--- src/sbb_pkg.sv ---
// ----------------------------------------------------------------------------
// sbb_pkg
// Shared constants, types and the reciprocal table for the box blur.
// ----------------------------------------------------------------------------
`default_nettype none

package sbb_pkg;

    localparam int MAX_RADIUS  = 15;
    localparam int MAX_WIDTH   = 1024;
    localparam int MAX_HEIGHT  = 1024;
    localparam int TAPS_MAX    = 2 * MAX_RADIUS + 1;

    localparam int PIX_W       = 8;
    localparam int RAD_W       = 4;
    localparam int DIM_W       = 11;
    localparam int SUM_W       = 13;
    localparam int COL_W       = $clog2(MAX_WIDTH);
    localparam int SLOT_W      = $clog2(TAPS_MAX);
    localparam int LS_DEPTH    = TAPS_MAX * MAX_WIDTH;
    localparam int LS_AW       = SLOT_W + COL_W;

    // Exact floor division of values below 2^14 by 2R+1
    localparam int RECIP_SHIFT = 19;
    localparam int RECIP_W     = 20;
    localparam int MEAN_IN_W   = SUM_W + 1;
    localparam int PROD_W      = MEAN_IN_W + RECIP_W;
    localparam int QUOT_W      = PROD_W - RECIP_SHIFT;

    typedef logic [1:0] cfg_index_t;
    localparam cfg_index_t CFG_RADIUS = 2'd0;
    localparam cfg_index_t CFG_WIDTH  = 2'd1;
    localparam cfg_index_t CFG_HEIGHT = 2'd2;

    typedef enum logic [4:0] {
        S_IDLE  = 5'b00001,
        S_HMEAN = 5'b00010,
        S_UPD   = 5'b00100,
        S_VMEAN = 5'b01000,
        S_OUT   = 5'b10000
    } state_t;

    // ceil(2^19 / (2r+1))
    function automatic logic [RECIP_W-1:0] recip(input logic [RAD_W-1:0] r);
        logic [RECIP_W-1:0] m;
        begin
            case (r)
                4'd0:    m = 20'd524288;
                4'd1:    m = 20'd174763;
                4'd2:    m = 20'd104858;
                4'd3:    m = 20'd74899;
                4'd4:    m = 20'd58255;
                4'd5:    m = 20'd47663;
                4'd6:    m = 20'd40330;
                4'd7:    m = 20'd34953;
                4'd8:    m = 20'd30841;
                4'd9:    m = 20'd27595;
                4'd10:   m = 20'd24967;
                4'd11:   m = 20'd22796;
                4'd12:   m = 20'd20972;
                4'd13:   m = 20'd19419;
                4'd14:   m = 20'd18079;
                default: m = 20'd16913;
            endcase
            return m;
        end
    endfunction

endpackage

`default_nettype wire

--- src/sbb_mean.sv ---
// ----------------------------------------------------------------------------
// sbb_mean
// Rounded box mean (sum+R)/(2R+1) by reciprocal multiply, saturated to 255.
// ----------------------------------------------------------------------------
`default_nettype none

module sbb_mean (
    input  wire logic                        clk,
    input  wire logic [sbb_pkg::SUM_W-1:0]   sum,
    input  wire logic [sbb_pkg::RAD_W-1:0]   radius,
    output logic      [sbb_pkg::PIX_W-1:0]   mean
);
    import sbb_pkg::*;

    logic [PROD_W-1:0]    prod_reg;
    logic [PROD_W-1:0]    prod_next;
    logic [MEAN_IN_W-1:0] biased;
    logic [QUOT_W-1:0]    quot;

    always_comb
    begin
        biased    = MEAN_IN_W'(sum) + MEAN_IN_W'(radius);
        prod_next = PROD_W'(biased) * PROD_W'(recip(radius));
    end

    always_ff @(posedge clk)
    begin
        prod_reg <= prod_next;
    end

    // drop the fraction, clamp to a pixel
    always_comb
    begin
        quot = prod_reg[PROD_W-1:RECIP_SHIFT];
        mean = (quot > QUOT_W'(255)) ? PIX_W'(255) : quot[PIX_W-1:0];
    end

endmodule

`default_nettype wire

--- config.mk ---
export PLATFORM = sky130hd
export DESIGN_NAME = sbb_mean
export DESIGN_NICKNAME = d
export VERILOG_FILES = /design/src/sbb_pkg.sv /design/src/sbb_mean.sv
export SDC_FILE = /design/constraint.sdc
export NUM_CORES = 1
export LEC_CHECK = 0
export BUFFER_PORTS_ARGS = -buffer_cell sky130_fd_sc_hd__buf_2
export CAP_MARGIN = 25
export CORE_ASPECT_RATIO = 1.2
export CORE_UTILIZATION = 23
export DETAILED_ROUTE_END_ITERATION = 7
export PLACE_DENSITY = 0.49
export SLEW_MARGIN = 30
export SYNTH_ARGS = -nofsm -noshare
export SYNTH_HDL_FRONTEND = slang
export SYNTH_SLANG_ARGS = --single-unit
--- constraint.sdc ---
create_clock -name clk -period 7.64 [get_ports clk]
set_input_delay 1.146 -clock clk [delete_from_list [all_inputs] [get_ports clk]]
set_output_delay 1.146 -clock clk [all_outputs]
set_load 0.1 [all_outputs]
**After elaboration in Yosys (flattened, before gate mapping)**

Memories as Yosys holds them, arrays and structs flattened.
Index checks and enable logic that the tools add are counted.

- Register bits: 34
- Latch bits: 0
- Bits in writable memories: 0
- ROM bits: 304
- Input port bits: 18
- Output and inout port bits: 8
- Logic and storage cells: 6
- Memories kept: 1

Memories:

| name | words | bits a word | read ports | clocked after Yosys merged registers in | wr ports | RTL line | RTL |
|---|---|---|---|---|---|---|---|
| (name not given) | 16 | 19 | 1 | 0 | 0 | sbb_pkg.sv:47 | `case (r)` |

- Add/sub/neg operators: 1
- Multiply operators: 1
- Div/mod/pow operators: 0
- Magnitude comparators: 1
- Eq/ne operators: 0
- Shifts and indexed selects: 0
- Multiplexer cells: 1
- Bitwise gates (word level): 0
- Reductions and logical operators: 0

Operators with widths:

| operator | count |
|---|---|
| multiplier 14 x 20 -> 34 bit | 1 |
| greater-than comparator 15 x 8 -> 1 bit (second input constant) | 1 |
| adder 13 x 4 -> 14 bit | 1 |
| 2-to-1 mux 8 bit | 1 |

**Longest topological paths before layout**

- Depth after elaboration: 2
- Depth in mapped cells: 30
- Mapped depth without buffers: 29

**Worst setup path before layout**

No wires, ideal clock.

- Kind: input to register
- From: in radius[1] (netlist bit)
- To: reg prod_reg[29]
- Library setup time: 128 ps
- Arrival: 7870 ps
- Data required time: 7512 ps
- Path slack: -357 ps
- Stages: 27
- Buffers on the path: 2
- Cell sequence: clkbuf_1 > inv_1 > fa_1 > nor2b_1 > o21ai_0 > nand2b_1 > and3_1 > xor2_1 > clkbuf_1 > nand2_1 > fa_1 > fa_1 > inv_1 > fa_1 > fa_1 > fa_1 > inv_1 > fa_1 > inv_1 > ha_1 > a21oi_1 > o21a_1 > o221ai_1 > and2_1 > nor3_2 > o21ai_0 > xor2_1

- Cells in the longest elaborated chain, start to end: 2
- Elaborated cells on any way between the ends: 3
- Classes of those cells: add/sub (1); mul (1); memory (1)

RTL lines:

| item | RTL line | RTL |
|---|---|---|
| from (decl) | sbb_mean.sv:10 | `input wire logic [sbb_pkg::RAD_W-1:0] radius,` |
| adder 13 x 4 -> 14 bit or memory (16 x 19 bit) (tied branches) | n/a |  |
| multiplier 14 x 20 -> 34 bit (*) | sbb_mean.sv:23 | `prod_next = PROD_W'(biased) * PROD_W'(recip(radius));` |
| net prod_next[29] | sbb_mean.sv:16 | `logic [PROD_W-1:0] prod_next;` |
| to (signal assigned) | sbb_mean.sv:28 | `prod_reg <= prod_next;` |
| to (decl) | sbb_mean.sv:15 | `logic [PROD_W-1:0] prod_reg;` |

The timed path passes the listed nets; every way through them passes the cells marked *.

**Worst setup path after layout**

- From: in sum[0] (netlist bit)
- To: reg prod_reg[32]

- Cells in the longest elaborated chain, start to end: 2

RTL lines:

| item | RTL line | RTL |
|---|---|---|
| from (decl) | sbb_mean.sv:9 | `input wire logic [sbb_pkg::SUM_W-1:0] sum,` |
| adder 13 x 4 -> 14 bit | sbb_mean.sv:22 | `biased = MEAN_IN_W'(sum) + MEAN_IN_W'(radius);` |
| multiplier 14 x 20 -> 34 bit | sbb_mean.sv:23 |  |
| net prod_next[32] | sbb_mean.sv:16 |  |

The timed path passes the listed nets, and every way through them passes these cells.

==> reports/metrics.csv <==
stage;metric;value;unit
run_status;run_status;finished, final reports clean;
clock_network;clock_path_buffers;2;
place;place_congestion;0.881;
synth;synth_fp_nets;1440;
synth;synth_seq_cells;15;
global_routing;grt_pass1_wl;46300;um
drt;postRouteAntennaNets;0;
flow_run;max-cap-violations;0;
sta;rsz0062_at_grt;yes;
synth;syn_avg_cell_area;8.53;um^2
hold_path;min_path_type;input pin to flip-flop;
clock_network;cts_max_level;1;
layout;syn2layout_area_growth;22.7;%
layout;final_cell_area;11600;um^2
sta;tightest_slew;0.548;ns
place;port_buffers;25;
synth;synth_top_area_share;42.3;%
hold_path;holdPathStages;8;
setup_path;startpoint_type;input pin;
sta;max_freq;134;MHz
hold_path;min_to;prod_reg[20];
setup_path;cp_max_fo;7;
floorplan;dieArea;42000;um^2
setup_path;path_common_cell;fa_1;
drt;viasPerCell;4.51;
clock_network;clock-sinks;15;
sta;finalCriticalPeriod;7.44;ns
synth;netlist_area;9460;um^2
synth;synth_cells;1110;
layout;regArea;300;um^2
synth;synthArstFlopShare;0;%
setup_path;crit_slowest_cell;fa_1;
setup_path;cp.arrival;7.55;ns
sta;finalSetupViolCount;0;
drt;drtIter0Drc;255;
place;hpwl;25400;um
drt;drtPass1Iterations;5;
global_routing;track_usage;14.2;%
synth;yosysSeqAreaShare;3.17;%
sta;setup_ws;0.202;ns
drt;vias;8030;
synth;synth_edf_count;0;
place;pre_cts_ws;-0.217;ns
synth;yosys-top-cells-count;fa_1, inv_1, nand2_1;
layout;largest_register_ffs;15;
layout;num-fill-cells;4358;
hold_path;min_from;radius[0];
layout;drive_above_1_share;18.7;%
clock_network;cts_buffers;3;
setup_path;max_stage_delay;0.53;ns
floorplan;ios;26;
layout;nNetsFinal;1572;
synth;ys.flop_type;dfxtp_1;
drt;routed_wl;29600;um
drt;post_drt_wl_per_cell;16.6;um
sta;relSlewSlack;63.1;%
synth;synth.area.top_cells;fa_1, ha_1, inv_1;
sta;period_share;97.4;%
floorplan;die_w;187;um
synth;yosys.area.top_type;fa_1;
floorplan;rows;81;
floorplan;die_h;224;um
sta;drv_slew;0;
floorplan;initial_core_util;23.3;%
clock_network;cts.clk_slew.worst_paths;0.05;ns
floorplan;core-area;40600;um^2
global_routing;grt_start_max_net_pins;30;
layout;n_antenna_cell;0;
synth;synth.distinct_cells;57;
global_routing;grt_pass1_vias;8656;
setup_path;cp-startpoint;sum[0];
setup_path;worstSetupPathType;input pin to flip-flop;
clock_network;clockRootBuffer;clkbuf_16;
layout;multiInputGateArea;8550;um^2
drt;remaining_drc_errors;0;
global_routing;antenna_found_initial;1;
setup_path;required;7.75;ns
synth;ys_warn_count;0;
place;dpl_cell_area;11200;um^2
clock_network;cts_tree;yes;
sta;hold_viol_final;0;
setup_path;endpoint_kind;flip-flop;
global_routing;overflow;0;
-- critical path, delay by kind of cell --
family | cells | cell delay, ns
buffers and inverters | 6 | 0.57
XOR/XNOR | 2 | 0.28
adder cells (fa/ha/maj) | 9 | 3.51
AO/OA/AOI/OAI | 6 | 1.08
AND/OR/NAND/NOR | 6 | 0.97
-- cells in the final DEF (no fill, tap or decap), types with 7 or more instances in the layout --
master | netlist | routed
a21oi_1 | 33 | 30
and2_1 | 22 | 20
buf_12 | 0 | 7
buf_2 | 0 | 24
buf_4 | 0 | 121
buf_6 | 1 | 8
dfxtp_1 | 15 | 15
fa_1 | 200 | 194
ha_1 | 112 | 105
inv_1 | 200 | 196
nand2_1 | 171 | 168
nand2b_1 | 14 | 14
nand3_1 | 11 | 9
nand4_1 | 9 | 9
nor2_1 | 127 | 124
o21ai_0 | 23 | 20
or2_2 | 11 | 11
xnor2_1 | 18 | 18
xor2_1 | 19 | 13
-- cell type report --
type                            instances  share of cell area [%]
Sequential cell                        15                    2.59
Timing Repair Buffer                  160                    10.8
Tap cell                              539                    5.81
Clock buffer                            4                   0.679
Inverter                              200                    6.47
Multi-Input combinational cell        862                    73.6
-- what timing repair did --
item	in CTS	in global routing
setup buffers	0	10
endpoints found under the setup margin	0	15
hold buffers	0	0
resized for setup	0	65
-- routing by layer --
layer  track usage [%]  routed length, um  up-vias
met3              1.25                955       61
li1                  -                  -     3711
met1              16.6              11600     4098
met4              5.21               1110        2
met5                 0                 13        -
met2              26.9              15900      158
-- kinds of logic (layout without fill, tap and decap cells) --
kind of cell / count (synthesis) / count (layout) / synth area share (%)
and+or+nand+nor: 395 / 395 / 18.2
muxes: 7 / 7 / 1.07
DFF: 15 / 15 / 3.17
xor gates and xnor gates: 37 / 37 / 3.42
AOI/OAI and AO/OA: 111 / 111 / 7.69
adders and majority gates: 312 / 312 / 57.1
buffers and inverters: 233 / 364 / 9.32
-- how the worst max path moves through the flow --
stage / to / slack (ns)
final: prod_reg[32] / 0.20
after global routing: prod_reg[32] / -0.08
after CTS: prod_reg[32] / 0.01
after detailed placement: prod_reg[32] / -0.22
after global placement: prod_reg[29] / -0.12
after floorplan: prod_reg[33] / 0.04
-- through the flow --
stage	hold WS, ns	cells	TNS [ns]	util (%)
6_report	1.98	1780	0	28.6
4_1_cts	2.21	1767	0	27.6
3_5_place_dp	1.94	1763	-1.54	27.5
2_1_floorplan	1.85	1110	0	-
5_1_grt	2.11	1780	-0.0914	28.6
3_3_place_gp	1.94	1763	-0.732	27.5
Power is not shown: default switching activity piles up to over one toggle a cycle in this logic, so the estimate is an artifact.
